<file path="src/sv/ecam_pkg.sv">
`timescale 1ns / 1ps
// Shared types and constants of the fly-camera block: channel payloads,
// sequencer states, serial unit commands and the CORDIC arctangent table.
package ecam_pkg;

   // Input item of the request channel.
   typedef struct packed {
      logic               func;
      logic signed [15:0] mouse_dx;
      logic signed [15:0] mouse_dy;
      logic        [15:0] tick_seconds;
      logic               key_forward;
      logic               key_back;
      logic               key_left;
      logic               key_right;
      logic               key_rise;
      logic               key_sink;
   } req_type;

   // Result item of the response channel.
   typedef struct packed {
      logic signed [31:0] pos_x;
      logic signed [31:0] pos_y;
      logic signed [31:0] pos_z;
      logic signed [15:0] dir_x;
      logic signed [15:0] dir_y;
      logic signed [15:0] dir_z;
   } rsp_type;

   // Configuration register indexes.
   localparam int CSR_IW = 3;
   typedef enum logic [CSR_IW-1:0] {
      CSR_MOUSE_ENABLE = 3'd0,
      CSR_MOUSE_GAIN   = 3'd1,
      CSR_UP_X         = 3'd2,
      CSR_UP_Y         = 3'd3,
      CSR_UP_Z         = 3'd4
   } csr_idx_type;

   // Item kinds.
   localparam logic FUNC_MOUSE = 1'b0;
   localparam logic FUNC_TICK  = 1'b1;

   // Sequencer states of the top level.
   typedef enum logic [3:0] {
      ST_IDLE,
      ST_MGAIN,
      ST_CORDIC,
      ST_DIRMUL,
      ST_CROSS,
      ST_SQUARE,
      ST_SQRT,
      ST_DIV,
      ST_MOVE,
      ST_DONE
   } st_type;

   // Operations of the bit-serial arithmetic unit.
   typedef enum logic [1:0] {
      SER_MUL,
      SER_SQRT,
      SER_DIV
   } ser_op_type;

   localparam int SER_AW = 64;
   localparam int SER_BW = 32;
   localparam int DIV_QW = 15;

   typedef struct packed {
      logic                start;
      ser_op_type          op;
      logic [SER_AW-1:0]   opa;
      logic [SER_BW-1:0]   opb;
   } ser_cmd_type;

   // CORDIC datapath widths and constants (angles in degrees * 2^16).
   localparam int CORDIC_W = 34;
   localparam int ANG_W    = 32;
   localparam int ATAN_W   = 22;
   localparam int ATAN_IW  = 5;
   localparam logic signed [CORDIC_W-1:0] INV_GAIN_Q30 = 34'sd652032874;
   localparam logic signed [ANG_W-1:0]    QUARTER_TURN = 32'sd5898240;
   localparam logic signed [ANG_W-1:0]    HALF_TURN    = 32'sd11796480;

   // Angle limits in Q8 degrees.
   localparam logic signed [18:0] YAW_HALF    = 19'sd46080;
   localparam logic signed [18:0] YAW_FULL    = 19'sd92160;
   localparam logic signed [18:0] PITCH_LIMIT = 19'sd22784;
   localparam logic signed [16:0] YAW_RESET   = -17'sd23040;

   // Unit length in Q2.14.
   localparam logic [DIV_QW-1:0]  DIR_ONE     = 15'd16384;

   // Arctangent of 2^-i in degrees * 2^16, rounded to nearest.
   function automatic logic [ATAN_W-1:0] atan_deg16(input logic [ATAN_IW-1:0] i);
      logic [ATAN_W-1:0] r;
      unique case (i)
         5'd0:    r = 22'd2949120;
         5'd1:    r = 22'd1740967;
         5'd2:    r = 22'd919879;
         5'd3:    r = 22'd466945;
         5'd4:    r = 22'd234379;
         5'd5:    r = 22'd117304;
         5'd6:    r = 22'd58666;
         5'd7:    r = 22'd29335;
         5'd8:    r = 22'd14668;
         5'd9:    r = 22'd7334;
         5'd10:   r = 22'd3667;
         5'd11:   r = 22'd1833;
         5'd12:   r = 22'd917;
         5'd13:   r = 22'd458;
         5'd14:   r = 22'd229;
         5'd15:   r = 22'd115;
         5'd16:   r = 22'd57;
         5'd17:   r = 22'd29;
         5'd18:   r = 22'd14;
         5'd19:   r = 22'd7;
         5'd20:   r = 22'd4;
         5'd21:   r = 22'd2;
         5'd22:   r = 22'd1;
         default: r = 22'd0;
      endcase
      return r;
   endfunction

   // Magnitude of a signed datapath word.
   function automatic logic [CORDIC_W-1:0] mag34(input logic signed [CORDIC_W-1:0] v);
      return v[CORDIC_W-1] ? CORDIC_W'(-v) : CORDIC_W'(v);
   endfunction

endpackage

</file>
<file path="src/sv/ecam_serial.sv">
`timescale 1ns / 1ps
// Bit-serial arithmetic unit: shift-add multiply, bit-pair square root and
// restoring division, one bit per cycle. Depends on ecam_pkg.
module ecam_serial (
   input  logic                     clock,
   input  logic                     reset,
   input  ecam_pkg::ser_cmd_type    cmd,
   output logic                     done,
   output logic [ecam_pkg::SER_AW-1:0] result
);
   import ecam_pkg::*;

   logic              busy_ff, busy_in;
   ser_op_type        op_ff, op_in;
   logic [SER_AW-1:0] a_ff, a_in;
   logic [SER_AW-1:0] b_ff, b_in;
   logic [SER_AW-1:0] c_ff, c_in;
   logic [3:0]        cnt_ff, cnt_in;
   logic              fin;
   logic [SER_AW-1:0] trial;
   logic              ge;

   // Finish condition per operation: multiplier bits used up, root bit
   // shifted out, or all quotient bits produced.
   always_comb begin
      unique case (op_ff)
         SER_MUL:  fin = (b_ff == '0);
         SER_SQRT: fin = (b_ff == '0);
         SER_DIV:  fin = (cnt_ff == '0);
         default:  fin = 1'b1;
      endcase
   end

   assign done = busy_ff && fin;

   always_comb begin
      unique case (op_ff)
         SER_DIV: result = SER_AW'(a_ff[DIV_QW-1:0]);
         default: result = c_ff;
      endcase
   end

   // One step of the selected operation.
   always_comb begin
      busy_in = busy_ff;
      op_in   = op_ff;
      a_in    = a_ff;
      b_in    = b_ff;
      c_in    = c_ff;
      cnt_in  = cnt_ff;
      trial   = '0;
      ge      = 1'b0;
      if (cmd.start) begin
         busy_in = 1'b1;
         op_in   = cmd.op;
         unique case (cmd.op)
            SER_MUL: begin
               a_in = cmd.opa;
               b_in = SER_AW'(cmd.opb);
               c_in = '0;
            end
            SER_SQRT: begin
               a_in = cmd.opa;
               b_in = SER_AW'(1) << (SER_AW - 2);
               c_in = '0;
            end
            SER_DIV: begin
               a_in   = cmd.opa;
               b_in   = SER_AW'(cmd.opb);
               c_in   = cmd.opa >> DIV_QW;
               cnt_in = 4'(DIV_QW);
            end
            default: ;
         endcase
      end else if (busy_ff) begin
         if (fin) begin
            busy_in = 1'b0;
         end else begin
            unique case (op_ff)
               SER_MUL: begin
                  if (b_ff[0]) begin
                     c_in = c_ff + a_ff;
                  end
                  a_in = a_ff << 1;
                  b_in = b_ff >> 1;
               end
               SER_SQRT: begin
                  trial = c_ff + b_ff;
                  if (a_ff >= trial) begin
                     a_in = a_ff - trial;
                     c_in = (c_ff >> 1) + b_ff;
                  end else begin
                     c_in = c_ff >> 1;
                  end
                  b_in = b_ff >> 2;
               end
               SER_DIV: begin
                  trial = {c_ff[SER_AW-2:0], a_ff[DIV_QW-1]};
                  ge    = (trial >= b_ff);
                  c_in  = ge ? trial - b_ff : trial;
                  a_in  = {a_ff[SER_AW-1:DIV_QW], a_ff[DIV_QW-2:0], ge};
                  cnt_in = cnt_ff - 4'd1;
               end
               default: ;
            endcase
         end
      end
   end

   always_ff @(posedge clock) begin
      if (reset) begin
         busy_ff <= 1'b0;
         op_ff   <= SER_MUL;
         cnt_ff  <= '0;
      end else begin
         busy_ff <= busy_in;
         op_ff   <= op_in;
         cnt_ff  <= cnt_in;
      end
   end

   always_ff @(posedge clock) begin
      a_ff <= a_in;
      b_ff <= b_in;
      c_ff <= c_in;
   end

   // A new command never lands on an operation still in flight.
   a_start_idle: assert property (@(posedge clock) disable iff (reset)
      cmd.start |-> !busy_ff)
      else $error("serial unit started while busy");

   // The divider is only used where the quotient stays within one unit.
   a_div_range: assert property (@(posedge clock) disable iff (reset)
      (done && op_ff == SER_DIV) |-> (a_ff[DIV_QW-1:0] <= DIR_ONE))
      else $error("normalizing quotient above one");

endmodule

</file>
<file path="src/sv/ecam_cordic.sv">
`timescale 1ns / 1ps
// Iterative rotation-mode CORDIC: sine and cosine in Q30 of a Q8 degree
// angle, one micro-rotation per cycle. Depends on ecam_pkg.
module ecam_cordic #(
   parameter int STEPS = 16
) (
   input  logic                                clock,
   input  logic                                reset,
   input  logic                                start,
   input  logic signed [16:0]                  ang,
   output logic                                done,
   output logic signed [ecam_pkg::CORDIC_W-1:0] cos_out,
   output logic signed [ecam_pkg::CORDIC_W-1:0] sin_out
);
   import ecam_pkg::*;

   localparam int CW = $clog2(STEPS + 1);

   logic                       busy_ff, busy_in;
   logic [CW-1:0]              cnt_ff, cnt_in;
   logic signed [CORDIC_W-1:0] x_ff, x_in, y_ff, y_in, xs, ys;
   logic signed [ANG_W-1:0]    z_ff, z_in, z0, at;
   logic                       neg_ff, neg_in;

   assign done    = busy_ff && (cnt_ff == CW'(STEPS));
   assign cos_out = neg_ff ? -x_ff : x_ff;
   assign sin_out = neg_ff ? -y_ff : y_ff;

   // Fold the angle into +-90 degrees, then rotate toward zero residual.
   always_comb begin
      busy_in = busy_ff;
      cnt_in  = cnt_ff;
      x_in    = x_ff;
      y_in    = y_ff;
      z_in    = z_ff;
      neg_in  = neg_ff;
      z0      = ANG_W'(ang) <<< 8;
      xs      = x_ff >>> cnt_ff;
      ys      = y_ff >>> cnt_ff;
      at      = ANG_W'(atan_deg16(ATAN_IW'(cnt_ff)));
      if (start) begin
         busy_in = 1'b1;
         cnt_in  = '0;
         x_in    = INV_GAIN_Q30;
         y_in    = '0;
         if (z0 > QUARTER_TURN) begin
            z_in   = z0 - HALF_TURN;
            neg_in = 1'b1;
         end else if (z0 < -QUARTER_TURN) begin
            z_in   = z0 + HALF_TURN;
            neg_in = 1'b1;
         end else begin
            z_in   = z0;
            neg_in = 1'b0;
         end
      end else if (busy_ff) begin
         if (done) begin
            busy_in = 1'b0;
         end else begin
            if (!z_ff[ANG_W-1]) begin
               x_in = x_ff - ys;
               y_in = y_ff + xs;
               z_in = z_ff - at;
            end else begin
               x_in = x_ff + ys;
               y_in = y_ff - xs;
               z_in = z_ff + at;
            end
            cnt_in = cnt_ff + 1'b1;
         end
      end
   end

   always_ff @(posedge clock) begin
      if (reset) begin
         busy_ff <= 1'b0;
         cnt_ff  <= '0;
      end else begin
         busy_ff <= busy_in;
         cnt_ff  <= cnt_in;
      end
   end

   always_ff @(posedge clock) begin
      x_ff   <= x_in;
      y_ff   <= y_in;
      z_ff   <= z_in;
      neg_ff <= neg_in;
   end

   // A rotation is never restarted halfway.
   a_start_idle: assert property (@(posedge clock) disable iff (reset)
      start |-> !busy_ff)
      else $error("CORDIC started while busy");

endmodule

</file>
<file path="src/sv/euler_fly_camera_update.sv">
`timescale 1ns / 1ps
// Free-fly camera block. Channels: req_* takes one item per beat (mouse
// movement or keyboard tick), rsp_* returns one beat per item holding the
// position and look direction after that item, csr_* writes the mouse
// enable, mouse gain and world up vector (always ready, one write a cycle).
// One item is worked at a time by a sequencer over a shared bit-serial
// arithmetic unit (multiply, square root, divide, one bit per cycle) and an
// iterative CORDIC (one micro-rotation per cycle). A mouse item runs two
// gain products, two CORDIC runs, two direction products, three squares, a
// square root and three divides, or none of these when mouse input is
// disabled. A tick item works the cross product, its normalization and up
// to eighteen step products.
// Multiply time follows the magnitude of the multiplier operand.
// Reset is synchronous: position zero, yaw -90 degrees, pitch zero, look
// (0, 0, -1), registers at their defaults. The result sits in an output
// register; while the receiver stalls the next item is already accepted and
// worked, and it waits in the sequencer until the output register frees.
// Depends on ecam_pkg, ecam_serial and ecam_cordic.
module euler_fly_camera_update #(
   parameter int CORDIC_STEPS = 16
) (
   input  logic                          clock,
   input  logic                          reset,
   input  logic                          req_valid,
   output logic                          req_ready,
   input  ecam_pkg::req_type             req_data,
   output logic                          rsp_valid,
   input  logic                          rsp_ready,
   output ecam_pkg::rsp_type             rsp_data,
   input  logic                          csr_valid,
   output logic                          csr_ready,
   input  logic [ecam_pkg::CSR_IW-1:0]   csr_index,
   input  logic [15:0]                   csr_data
);
   import ecam_pkg::*;

   localparam logic signed [34:0] POS_MAX = 35'sd2147483647;
   localparam logic signed [34:0] POS_MIN = -35'sd2147483648;

   // Sequencer and handshake state.
   st_type            state_ff, state_in;
   logic [2:0]        k_ff, k_in;
   logic [1:0]        ax_ff, ax_in;
   logic              wait_ff, wait_in;
   logic              rsp_valid_ff, rsp_valid_in;
   rsp_type           rsp_ff, rsp_in;
   req_type           item_ff, item_in;

   // Configuration.
   logic              en_ff;
   logic [15:0]       gain_ff;
   logic signed [15:0] upv_ff [3];

   // Camera state.
   logic signed [31:0] pos_ff [3];
   logic signed [31:0] pos_in [3];
   logic signed [16:0] yaw_ff, yaw_in;
   logic signed [15:0] pitch_ff, pitch_in;
   logic signed [15:0] look_ff [3];
   logic signed [15:0] look_in [3];

   // Working registers.
   logic signed [CORDIC_W-1:0] cy_ff, cy_in, sy_ff, sy_in, cp_ff, cp_in;
   logic signed [CORDIC_W-1:0] vec_ff [3];
   logic signed [CORDIC_W-1:0] vec_in [3];
   logic [SER_AW-1:0]  sum_ff, sum_in;
   logic [SER_BW-1:0]  root_ff, root_in;
   logic signed [15:0] side_ff [3];
   logic signed [15:0] side_in [3];
   logic               has_side_ff, has_side_in;
   logic               mneg_ff, mneg_in;

   // Unit connections.
   ser_cmd_type        ser_cmd;
   logic               ser_done;
   logic [SER_AW-1:0]  ser_res;
   logic               cor_start;
   logic signed [16:0] cor_ang;
   logic               cor_done;
   logic signed [CORDIC_W-1:0] cor_cos, cor_sin;

   // Combinational helpers.
   logic signed [64:0]  prod;
   logic [1:0]          vsel;
   logic signed [CORDIC_W-1:0] vcur, la, ub, mv;
   logic signed [17:0]  dang;
   logic signed [18:0]  yw, pt;
   logic [18:0]         dt7;
   logic [5:0]          keys;
   logic                key_on, plus;
   logic signed [CORDIC_W-1:0] step;
   logic signed [34:0]  psum;
   logic [DIV_QW-1:0]   q;
   logic signed [15:0]  nrm;

   ecam_serial u_serial (
      .clock  (clock),
      .reset  (reset),
      .cmd    (ser_cmd),
      .done   (ser_done),
      .result (ser_res)
   );

   ecam_cordic #(.STEPS(CORDIC_STEPS)) u_cordic (
      .clock   (clock),
      .reset   (reset),
      .start   (cor_start),
      .ang     (cor_ang),
      .done    (cor_done),
      .cos_out (cor_cos),
      .sin_out (cor_sin)
   );

   assign csr_ready = 1'b1;
   assign rsp_valid = rsp_valid_ff;
   assign rsp_data  = rsp_ff;

   // Signed view of the last product.
   assign prod = mneg_ff ? -$signed({1'b0, ser_res}) : $signed({1'b0, ser_res});

   assign dt7  = {item_ff.tick_seconds, 3'b000} - 19'(item_ff.tick_seconds);
   assign keys = {item_ff.key_sink, item_ff.key_rise, item_ff.key_right,
                  item_ff.key_left, item_ff.key_back, item_ff.key_forward};
   assign vsel = (state_ff == ST_CROSS) ? k_ff[2:1] : k_ff[1:0];
   assign vcur = vec_ff[vsel];

   // Sequencer: next state, unit commands and datapath updates.
   always_comb begin
      state_in     = state_ff;
      k_in         = k_ff;
      ax_in        = ax_ff;
      wait_in      = wait_ff;
      item_in      = item_ff;
      rsp_in       = rsp_ff;
      rsp_valid_in = rsp_valid_ff && !rsp_ready;
      pos_in       = pos_ff;
      yaw_in       = yaw_ff;
      pitch_in     = pitch_ff;
      look_in      = look_ff;
      cy_in        = cy_ff;
      sy_in        = sy_ff;
      cp_in        = cp_ff;
      vec_in       = vec_ff;
      sum_in       = sum_ff;
      root_in      = root_ff;
      side_in      = side_ff;
      has_side_in  = has_side_ff;
      mneg_in      = mneg_ff;
      req_ready    = 1'b0;
      ser_cmd      = '{start: 1'b0, op: SER_MUL, opa: '0, opb: '0};
      cor_start    = 1'b0;
      cor_ang      = yaw_ff;
      la           = '0;
      ub           = '0;
      mv           = '0;
      dang         = 18'((prod + 65'sd32768) >>> 16);
      yw           = '0;
      pt           = '0;
      key_on       = keys[k_ff] && ((k_ff < 3'd2) || (k_ff > 3'd3) || has_side_ff);
      plus         = (k_ff == 3'd0) || (k_ff == 3'd3) || (k_ff == 3'd4);
      step         = CORDIC_W'((prod + 65'sd16384) >>> 15);
      psum         = '0;
      q            = (ser_res[DIV_QW-1:0] > DIR_ONE) ? DIR_ONE : ser_res[DIV_QW-1:0];
      nrm          = vcur[CORDIC_W-1] ? -16'(q) : 16'(q);

      unique case (state_ff)
         ST_IDLE: begin
            req_ready = 1'b1;
            if (req_valid) begin
               item_in = req_data;
               k_in    = '0;
               ax_in   = '0;
               wait_in = 1'b0;
               if (req_data.func == FUNC_TICK) begin
                  state_in = ST_CROSS;
               end else if (en_ff) begin
                  state_in = ST_MGAIN;
               end else begin
                  state_in = ST_DONE;
               end
            end
         end

         // Scale the mouse offsets by the gain and update yaw and pitch.
         ST_MGAIN: begin
            mv = (k_ff == 3'd0) ? CORDIC_W'(item_ff.mouse_dx) : CORDIC_W'(item_ff.mouse_dy);
            if (!wait_ff) begin
               ser_cmd = '{start: 1'b1, op: SER_MUL,
                           opa: SER_AW'(mag34(mv)), opb: SER_BW'(gain_ff)};
               mneg_in = mv[CORDIC_W-1];
               wait_in = 1'b1;
            end else if (ser_done) begin
               wait_in = 1'b0;
               if (k_ff == 3'd0) begin
                  yw = 19'(yaw_ff) + 19'(dang);
                  if (yw >= YAW_HALF) begin
                     yw = yw - YAW_FULL;
                  end else if (yw < -YAW_HALF) begin
                     yw = yw + YAW_FULL;
                  end
                  yaw_in = yw[16:0];
                  k_in   = 3'd1;
               end else begin
                  pt = 19'(pitch_ff) + 19'(dang);
                  if (pt > PITCH_LIMIT) begin
                     pt = PITCH_LIMIT;
                  end else if (pt < -PITCH_LIMIT) begin
                     pt = -PITCH_LIMIT;
                  end
                  pitch_in = pt[15:0];
                  k_in     = '0;
                  state_in = ST_CORDIC;
               end
            end
         end

         // Sine and cosine of yaw, then of pitch.
         ST_CORDIC: begin
            cor_ang = (k_ff == 3'd0) ? yaw_ff : 17'(pitch_ff);
            if (!wait_ff) begin
               cor_start = 1'b1;
               wait_in   = 1'b1;
            end else if (cor_done) begin
               wait_in = 1'b0;
               if (k_ff == 3'd0) begin
                  cy_in = cor_cos;
                  sy_in = cor_sin;
                  k_in  = 3'd1;
               end else begin
                  cp_in     = cor_cos;
                  vec_in[1] = cor_sin;
                  k_in      = '0;
                  state_in  = ST_DIRMUL;
               end
            end
         end

         // Horizontal components scaled by the cosine of pitch.
         ST_DIRMUL: begin
            mv = (k_ff == 3'd0) ? cy_ff : sy_ff;
            if (!wait_ff) begin
               ser_cmd = '{start: 1'b1, op: SER_MUL,
                           opa: SER_AW'(mag34(mv)), opb: SER_BW'(mag34(cp_ff))};
               mneg_in = mv[CORDIC_W-1] ^ cp_ff[CORDIC_W-1];
               wait_in = 1'b1;
            end else if (ser_done) begin
               wait_in = 1'b0;
               if (k_ff == 3'd0) begin
                  vec_in[0] = CORDIC_W'(prod >>> 30);
                  k_in      = 3'd1;
               end else begin
                  vec_in[2] = CORDIC_W'(prod >>> 30);
                  k_in      = '0;
                  sum_in    = '0;
                  state_in  = ST_SQUARE;
               end
            end
         end

         // Cross product of look and up, one partial product per pass.
         ST_CROSS: begin
            unique case (k_ff)
               3'd0: begin la = CORDIC_W'(look_ff[1]); ub = CORDIC_W'(upv_ff[2]); end
               3'd1: begin la = CORDIC_W'(look_ff[2]); ub = CORDIC_W'(upv_ff[1]); end
               3'd2: begin la = CORDIC_W'(look_ff[2]); ub = CORDIC_W'(upv_ff[0]); end
               3'd3: begin la = CORDIC_W'(look_ff[0]); ub = CORDIC_W'(upv_ff[2]); end
               3'd4: begin la = CORDIC_W'(look_ff[0]); ub = CORDIC_W'(upv_ff[1]); end
               3'd5: begin la = CORDIC_W'(look_ff[1]); ub = CORDIC_W'(upv_ff[0]); end
               default: begin la = '0; ub = '0; end
            endcase
            if (!wait_ff) begin
               ser_cmd = '{start: 1'b1, op: SER_MUL,
                           opa: SER_AW'(mag34(la)), opb: SER_BW'(mag34(ub))};
               mneg_in = la[CORDIC_W-1] ^ ub[CORDIC_W-1];
               wait_in = 1'b1;
            end else if (ser_done) begin
               wait_in      = 1'b0;
               vec_in[vsel] = k_ff[0] ? vcur - CORDIC_W'(prod) : CORDIC_W'(prod);
               if (k_ff == 3'd5) begin
                  k_in     = '0;
                  sum_in   = '0;
                  state_in = ST_SQUARE;
               end else begin
                  k_in = k_ff + 3'd1;
               end
            end
         end

         // Sum of squares of the vector to normalize.
         ST_SQUARE: begin
            if (!wait_ff) begin
               ser_cmd = '{start: 1'b1, op: SER_MUL,
                           opa: SER_AW'(mag34(vcur)), opb: SER_BW'(mag34(vcur))};
               mneg_in = 1'b0;
               wait_in = 1'b1;
            end else if (ser_done) begin
               wait_in = 1'b0;
               sum_in  = sum_ff + ser_res;
               if (k_ff == 3'd2) begin
                  k_in = '0;
                  if (item_ff.func == FUNC_TICK) begin
                     has_side_in = (sum_in != '0);
                  end
                  if (sum_in != '0) begin
                     state_in = ST_SQRT;
                  end else if (item_ff.func == FUNC_TICK) begin
                     ax_in    = '0;
                     state_in = ST_MOVE;
                  end else begin
                     state_in = ST_DONE;
                  end
               end else begin
                  k_in = k_ff + 3'd1;
               end
            end
         end

         // Length of the vector.
         ST_SQRT: begin
            if (!wait_ff) begin
               ser_cmd = '{start: 1'b1, op: SER_SQRT, opa: sum_ff, opb: '0};
               wait_in = 1'b1;
            end else if (ser_done) begin
               wait_in  = 1'b0;
               root_in  = ser_res[SER_BW-1:0];
               k_in     = '0;
               state_in = ST_DIV;
            end
         end

         // Each component scaled to Q2.14, rounded half away from zero.
         ST_DIV: begin
            if (!wait_ff) begin
               ser_cmd = '{start: 1'b1, op: SER_DIV,
                           opa: SER_AW'({mag34(vcur), 14'b0}) + SER_AW'(root_ff >> 1),
                           opb: root_ff};
               wait_in = 1'b1;
            end else if (ser_done) begin
               wait_in = 1'b0;
               if (item_ff.func == FUNC_TICK) begin
                  side_in[vsel] = nrm;
               end else begin
                  look_in[vsel] = nrm;
               end
               if (k_ff == 3'd2) begin
                  k_in  = '0;
                  ax_in = '0;
                  state_in = (item_ff.func == FUNC_TICK) ? ST_MOVE : ST_DONE;
               end else begin
                  k_in = k_ff + 3'd1;
               end
            end
         end

         // Keys in order forward, back, left, right, rise, sink; one axis
         // per product, each add saturating.
         ST_MOVE: begin
            if (k_ff < 3'd2) begin
               mv = CORDIC_W'(look_ff[ax_ff]);
            end else if (k_ff < 3'd4) begin
               mv = CORDIC_W'(side_ff[ax_ff]);
            end else begin
               mv = CORDIC_W'(upv_ff[ax_ff]);
            end
            if (!key_on) begin
               ax_in = '0;
               if (k_ff == 3'd5) begin
                  state_in = ST_DONE;
               end else begin
                  k_in = k_ff + 3'd1;
               end
            end else if (!wait_ff) begin
               ser_cmd = '{start: 1'b1, op: SER_MUL,
                           opa: SER_AW'(dt7), opb: SER_BW'(mag34(mv))};
               mneg_in = mv[CORDIC_W-1];
               wait_in = 1'b1;
            end else if (ser_done) begin
               wait_in = 1'b0;
               psum = 35'(pos_ff[ax_ff]) + (plus ? 35'(step) : -35'(step));
               if (psum > POS_MAX) begin
                  psum = POS_MAX;
               end else if (psum < POS_MIN) begin
                  psum = POS_MIN;
               end
               pos_in[ax_ff] = psum[31:0];
               if (ax_ff == 2'd2) begin
                  ax_in = '0;
                  if (k_ff == 3'd5) begin
                     state_in = ST_DONE;
                  end else begin
                     k_in = k_ff + 3'd1;
                  end
               end else begin
                  ax_in = ax_ff + 2'd1;
               end
            end
         end

         // Hand the state to the output register once it is free.
         ST_DONE: begin
            if (!rsp_valid_ff || rsp_ready) begin
               rsp_valid_in = 1'b1;
               rsp_in = '{pos_x: pos_ff[0], pos_y: pos_ff[1], pos_z: pos_ff[2],
                          dir_x: look_ff[0], dir_y: look_ff[1], dir_z: look_ff[2]};
               state_in = ST_IDLE;
            end
         end

         default: state_in = ST_IDLE;
      endcase
   end

   // Control, configuration and camera state.
   always_ff @(posedge clock) begin
      if (reset) begin
         state_ff     <= ST_IDLE;
         k_ff         <= '0;
         ax_ff        <= '0;
         wait_ff      <= 1'b0;
         rsp_valid_ff <= 1'b0;
         en_ff        <= 1'b1;
         gain_ff      <= 16'd6554;
         upv_ff[0]    <= '0;
         upv_ff[1]    <= 16'sd16384;
         upv_ff[2]    <= '0;
         pos_ff[0]    <= '0;
         pos_ff[1]    <= '0;
         pos_ff[2]    <= '0;
         yaw_ff       <= YAW_RESET;
         pitch_ff     <= '0;
         look_ff[0]   <= '0;
         look_ff[1]   <= '0;
         look_ff[2]   <= -16'sd16384;
         has_side_ff  <= 1'b0;
      end else begin
         state_ff     <= state_in;
         k_ff         <= k_in;
         ax_ff        <= ax_in;
         wait_ff      <= wait_in;
         rsp_valid_ff <= rsp_valid_in;
         pos_ff       <= pos_in;
         yaw_ff       <= yaw_in;
         pitch_ff     <= pitch_in;
         look_ff      <= look_in;
         has_side_ff  <= has_side_in;
         if (csr_valid && csr_ready) begin
            unique case (csr_index)
               CSR_MOUSE_ENABLE: en_ff     <= csr_data[0];
               CSR_MOUSE_GAIN:   gain_ff   <= csr_data;
               CSR_UP_X:         upv_ff[0] <= $signed(csr_data);
               CSR_UP_Y:         upv_ff[1] <= $signed(csr_data);
               CSR_UP_Z:         upv_ff[2] <= $signed(csr_data);
               default: ;
            endcase
         end
      end
   end

   // Payload and working registers.
   always_ff @(posedge clock) begin
      item_ff <= item_in;
      rsp_ff  <= rsp_in;
      cy_ff   <= cy_in;
      sy_ff   <= sy_in;
      cp_ff   <= cp_in;
      vec_ff  <= vec_in;
      sum_ff  <= sum_in;
      root_ff <= root_in;
      side_ff <= side_in;
      mneg_ff <= mneg_in;
   end

   // Pitch stays inside the clamp.
   a_pitch_range: assert property (@(posedge clock) disable iff (reset)
      (19'(pitch_ff) <= PITCH_LIMIT) && (19'(pitch_ff) >= -PITCH_LIMIT))
      else $error("pitch outside clamp");

   // Yaw stays inside one turn.
   a_yaw_range: assert property (@(posedge clock) disable iff (reset)
      (19'(yaw_ff) < YAW_HALF) && (19'(yaw_ff) >= -YAW_HALF))
      else $error("yaw outside one turn");

   // An accepted beat closes the input until its result is handed over.
   a_one_item: assert property (@(posedge clock) disable iff (reset)
      (req_valid && req_ready) |=> !req_ready)
      else $error("second item accepted while one is in flight");

endmodule

</file>
<file path="config.mk">
export PLATFORM = sky130hd
export DESIGN_NAME = euler_fly_camera_update
export DESIGN_NICKNAME = d
export VERILOG_FILES = /design/src/sv/ecam_pkg.sv /design/src/sv/ecam_serial.sv /design/src/sv/ecam_cordic.sv /design/src/sv/euler_fly_camera_update.sv
export SDC_FILE = /design/constraint.sdc
export NUM_CORES = 2
export LEC_CHECK = 0
export BUFFER_PORTS_ARGS = -buffer_cell sky130_fd_sc_hd__buf_2
export CAP_MARGIN = 20
export CORE_MARGIN = 5
export CORE_UTILIZATION = 25
export DETAILED_ROUTE_END_ITERATION = 10
export PLACE_DENSITY = 0.38
export RECOVER_POWER = 50
export SYNTH_ARGS = -nofsm -noshare
export SYNTH_HDL_FRONTEND = slang
export SYNTH_SLANG_ARGS = --single-unit
</file>
<file path="constraint.sdc">
create_clock -name clock -period 23.6 [get_ports clock]
set_input_delay 2.36 -clock clock [delete_from_list [all_inputs] [get_ports clock]]
set_output_delay 2.36 -clock clock [all_outputs]
set_load 0.01 [all_outputs]
</file>
==> summary by stage <==
Hold path
The class of the most critical hold timing path is reg -> reg. The worst hold path endpoint is rsp_data[91]$_DFFE_PP_. The startpoint of the tightest hold check path is pos_ff[43]$_SDFFE_PP0P_. The worst hold path passes through 0 cells.

Place
Input and output buffers added on the ports amount to between 200 and 250. Prior to clock tree synthesis, the placed netlist has a worst setup slack of 11.84 ns. The post-placement cell count is around 16000. At the end of routability-driven placement, the weighted congestion stood at roughly 0.95. Once detailed placement completed, the half-perimeter wirelength came to between 300 and 400 mm.

Routing
The number of detailed-routing iterations run before antenna repair is 9. The number of nets with antenna violations after routing is 0. The post-detailed-routing wire length is about 450 mm. For this run, design rule violations remaining after detail routing come to 0. The per-cell via count in the routed design is about 5.5. The initial DRC count is about 8300. The routed wire length per instance is 27.65 um. The overall via count from detail_route is between 80000 and 90000.

Die
The initial utilization of the core area, before any placement, comes to 0.2505. The die is between 600 and 700 um wide. The number of top-level pins is between 200 and 250.

The vertical die dimension is roughly 630 um. The floorplan has approximately 230 rows. The area of the die is 391500 sq um. The area of the core is 378300 sq um.

Clocking
The CTS tree is yes. The depth of the CTS H-tree is 4. The CTS root buffer is sky130_fd_sc_hd__clkbuf_16. Clock tree synthesis found a total of ~1100 sinks.

The clock latency on the worst-skew pair is 0.92 ns. After clock tree synthesis, the clock-pin slew on the worst setup and hold paths is around 0.06 ns. No sink is reached through more buffers than the 4 on the longest clock path. Buffers inserted to repair hold after CTS numbered 0. The number of clock buffers added by TritonCTS is 157. The total setup buffers inserted after CTS is 0. The post-cts resize count is 0.

Yosys
The cell with the most instances after synthesis is sky130_fd_sc_hd__nand2_1. The cell area that synthesis handed to floorplanning was 94760 sq um. The flip-flop cell with the highest count after synthesis is sky130_fd_sc_hd__edfxtp_1. The count of synthesis-stage warnings from yosys is 0. The share of flip-flops with an asynchronous set or reset is 0.

The synthesized design spends more area on one cell type than any other, namely sky130_fd_sc_hd__edfxtp_1. The number of synthesized register bits is between 1000 and 1500. Synthesis produced ~11000 cells. The number of nets in the synthesized netlist is roughly 12000.

The sequential cell area fraction in the yosys report is 0.3252. The synthesized design contains ~820 enable-type register cells. Averaged over all synthesized cells, the footprint is between 8 and 9 sq um. The share of Yosys cell area claimed by the top area cell type is 0.2595. The number of distinct library cell variants in the gate-level netlist after synthesis is between 100 and 150.

After synthesis, the most frequently instantiated cells are 1177 x sky130_fd_sc_hd__nand2_1, 939 x sky130_fd_sc_hd__a21oi_1, 874 x sky130_fd_sc_hd__nor2_1, 819 x sky130_fd_sc_hd__edfxtp_1, 798 x sky130_fd_sc_hd__o21ai_0. By area the synthesized netlist is led by sky130_fd_sc_hd__edfxtp_1 26%, sky130_fd_sc_hd__ha_1 8.6%, sky130_fd_sc_hd__dfxtp_1 6.6%.

Final layout
The total number of nets in the final design is roughly 12000. Fill cells in the final layout number 40360. Relative to the synthesized area, the layout overhead comes to 12.96%. Once layout is complete, the cells apart from fillers number roughly 16000.

The ratio of cells with drive above 1 in the final layout is 0.06984.

Setup path
The path type of the worst setup path is reg -> reg. On the critical path, the stage with the largest delay is an instance of sky130_fd_sc_hd__clkbuf_1. The count of cells along the worst register-to-register path is 29. At the worst endpoint, the required time is 24.34 ns.

The worst setup path is captured at a flip-flop. The biggest cell delay along the critical path is about 3.7 ns. The element type at the critical path start is a flip-flop. The reg-to-reg startpoint is u_serial.op_ff[0]$_SDFFE_PP0P_. The critical path data arrival time is about 17 ns.

The largest fanout on the critical path is 73. The cell type with the highest occurrence count on the critical path is sky130_fd_sc_hd__o31ai_1. The setup slack on the worst flop-to-flop path is 7.74 ns. In this run the critical register-to-register path is captured at pos_ff[53]$_SDFFE_PP0P_.

GRT
The most used routing layer in global routing is met2. The number of antenna violations at the first check in global routing was 26. Entering global routing, the biggest net connects 80 pins. The first global-routing pass estimated approximately 630 mm of wire. The number of global-route vias before repair is 86320. In the global route stage, met2 resource usage came out at 0.3697. The global-route track usage on met1 is 0.2902. Summed over all layers, the global routing overflow is 0. The global-route usage over all layers is 0.2191.

For this run, global-route usage on met3 was measured as 0.02958.

Run
The number of violations of the max-capacitance limit is 32.

STA
The setup slack of the critical path after layout is around 7.7 ns. The minimum clock period after layout is 15.86 ns. The total count of max-transition violations in the final report is around 1300. The number of hold violations in the final report is 0.

The setup clock skew after layout is approximately 0.13 ns. Setup repair after global routing left no endpoint under its margin. Setup total negative slack on the finished layout was measured at 0 ns.

Setup violations remaining at the end of the flow were counted as 0. In the finished design, the share of the clock period the worst path needs comes to 0.6721. Static timing analysis puts the maximum clock frequency at ~63 MHz.

Measured against its own limit, the worst slew margin works out to -2.416. The measured slew at the worst slew-check pin is a little over 5 ns.

Outcome
The checks that failed: capacitance limit, slew limit. The run finished, with violations left.
-- worst max-delay path: cells and delay by family (launching register included) --
family / cells / cell delay, ns
DFF: 1 / 0.36
and+or+nand+nor: 8 / 3.17
xor gates and xnor gates: 3 / 0.80
buffers and inverters: 4 / 5.31
adders and majority gates: 2 / 1.43
AOI/OAI and AO/OA: 12 / 4.59
-- cell usage in the layout, fill, tap and decap left out, types with 51 or more instances in the layout --
cell                        Yosys  final
sky130_fd_sc_hd__mux4_2        79     79
sky130_fd_sc_hd__o211ai_1      90     90
sky130_fd_sc_hd__or3_1         99     99
sky130_fd_sc_hd__o21bai_1      93     93
sky130_fd_sc_hd__o21ai_0      798    796
sky130_fd_sc_hd__a22oi_1       79     79
sky130_fd_sc_hd__mux2i_1      321    318
sky130_fd_sc_hd__and3_1       117    117
sky130_fd_sc_hd__nor2_1       874    861
sky130_fd_sc_hd__and2_1       115     90
sky130_fd_sc_hd__nand2_1     1177   1172
sky130_fd_sc_hd__ha_1         650    649
sky130_fd_sc_hd__o31ai_1       94     94
sky130_fd_sc_hd__a221oi_1      51     51
sky130_fd_sc_hd__a21oi_1      939    938
sky130_fd_sc_hd__clkbuf_1     449    222
sky130_fd_sc_hd__nand3_1      195    193
sky130_fd_sc_hd__xnor2_1      618    618
sky130_fd_sc_hd__inv_1        361    359
sky130_fd_sc_hd__a31oi_1      150    147
sky130_fd_sc_hd__nor3_1       239    235
sky130_fd_sc_hd__edfxtp_1     819    819
sky130_fd_sc_hd__o21a_1       110    109
sky130_fd_sc_hd__dfxtp_1      311    304
sky130_fd_sc_hd__xor2_1       330    329
sky130_fd_sc_hd__buf_2         11     71
sky130_fd_sc_hd__a21o_1       305    305
sky130_fd_sc_hd__nand4_1       79     79
sky130_fd_sc_hd__buf_4          1    177
sky130_fd_sc_hd__clkbuf_16      0    161
sky130_fd_sc_hd__nor4_1        76     67
sky130_fd_sc_hd__a211oi_1     124    124
sky130_fd_sc_hd__a221o_1       56     56
sky130_fd_sc_hd__nand2b_1     142    142
sky130_fd_sc_hd__nor2b_1      154    151
-- kinds of logic (layout without fill, tap and decap cells) --
kind of cell | count (synthesis) | count (layout) | synth area share
DFF | 1130 | 1130 | 0.3252
other | 1 | 13 | 0.00003957
adders and majority gates | 664 | 664 | 0.08868
and+or+nand+nor | 3444 | 3444 | 0.1701
AOI/OAI and AO/OA | 3432 | 3432 | 0.2324
muxes | 455 | 455 | 0.05922
buffers and inverters | 907 | 1106 | 0.03630
xor gates and xnor gates | 950 | 950 | 0.08803
-- final cells by class --
class	count	area (sq um)	share of cell area
Timing Repair Buffer	447	2511	0.02346
Tap cell	5016	6276	0.05863
Clock buffer	200	4255	0.03975
Antenna cell	12	30.03	0.0002805
Sequential cell	1130	30830	0.2880
Inverter	375	1410	0.01317
Clock inverter	84	894.6	0.008357
Multi-Input combinational cell	8946	60830	0.5683
-- flip-flops by register name, indices dropped and copies added, names as in the netlist, 48 cells and up, named ones only --
| register | cells |
|---|---|
| item_ff | 55 |
| look_ff | 48 |
| pos_ff | 96 |
| rsp_data | 144 |
| side_ff | 48 |
| sum_ff | 64 |
| u_serial.a_ff | 64 |
| u_serial.b_ff | 63 |
| u_serial.c_ff | 64 |
| upv_ff | 48 |
| vec_ff | 102 |
-- worst max path at each step --
stage,start,end,slack [ns],depth (start not counted)
2_1_floorplan,rsp_ready,rsp_data[0]$_DFFE_PP_,14.10,2
3_3_place_gp,u_serial.op_ff[0]$_SDFFE_PP0P_,pos_ff[47]$_SDFFE_PP0P_,12.02,33
3_5_place_dp,u_serial.op_ff[0]$_SDFFE_PP0P_,pos_ff[50]$_SDFFE_PP0P_,11.84,33
4_1_cts,u_serial.op_ff[0]$_SDFFE_PP0P_,pos_ff[50]$_SDFFE_PP0P_,11.65,33
5_1_grt,u_serial.op_ff[0]$_SDFFE_PP0P_,pos_ff[47]$_SDFFE_PP0P_,6.76,29
6_report,u_serial.op_ff[0]$_SDFFE_PP0P_,pos_ff[53]$_SDFFE_PP0P_,7.74,29
-- metrics by stage --
stage | hold slack (ns) | utilization | cell area, sq um
after floorplan | 0.4217 | - | 94760
final | 0.4568 | 0.2829 | 107000
after global routing | 0.4796 | 0.2829 | 107000
after global placement | 0.4478 | 0.2700 | 102100
after detailed placement | 0.4432 | 0.2702 | 102200
after CTS | 0.4526 | 0.2838 | 107400
-- routing by layer --
| metal | wire length, um | vias up |
|---|---|---|
| met5 | 0 | - |
| met4 | 15940 | 0 |
| met3 | 25360 | 605 |
| met2 | 210200 | 2832 |
| met1 | 196700 | 44180 |
| li1 | - | 40980 |
Power is not shown: default switching activity piles up to over one toggle a cycle in this logic, so the estimate is an artifact.
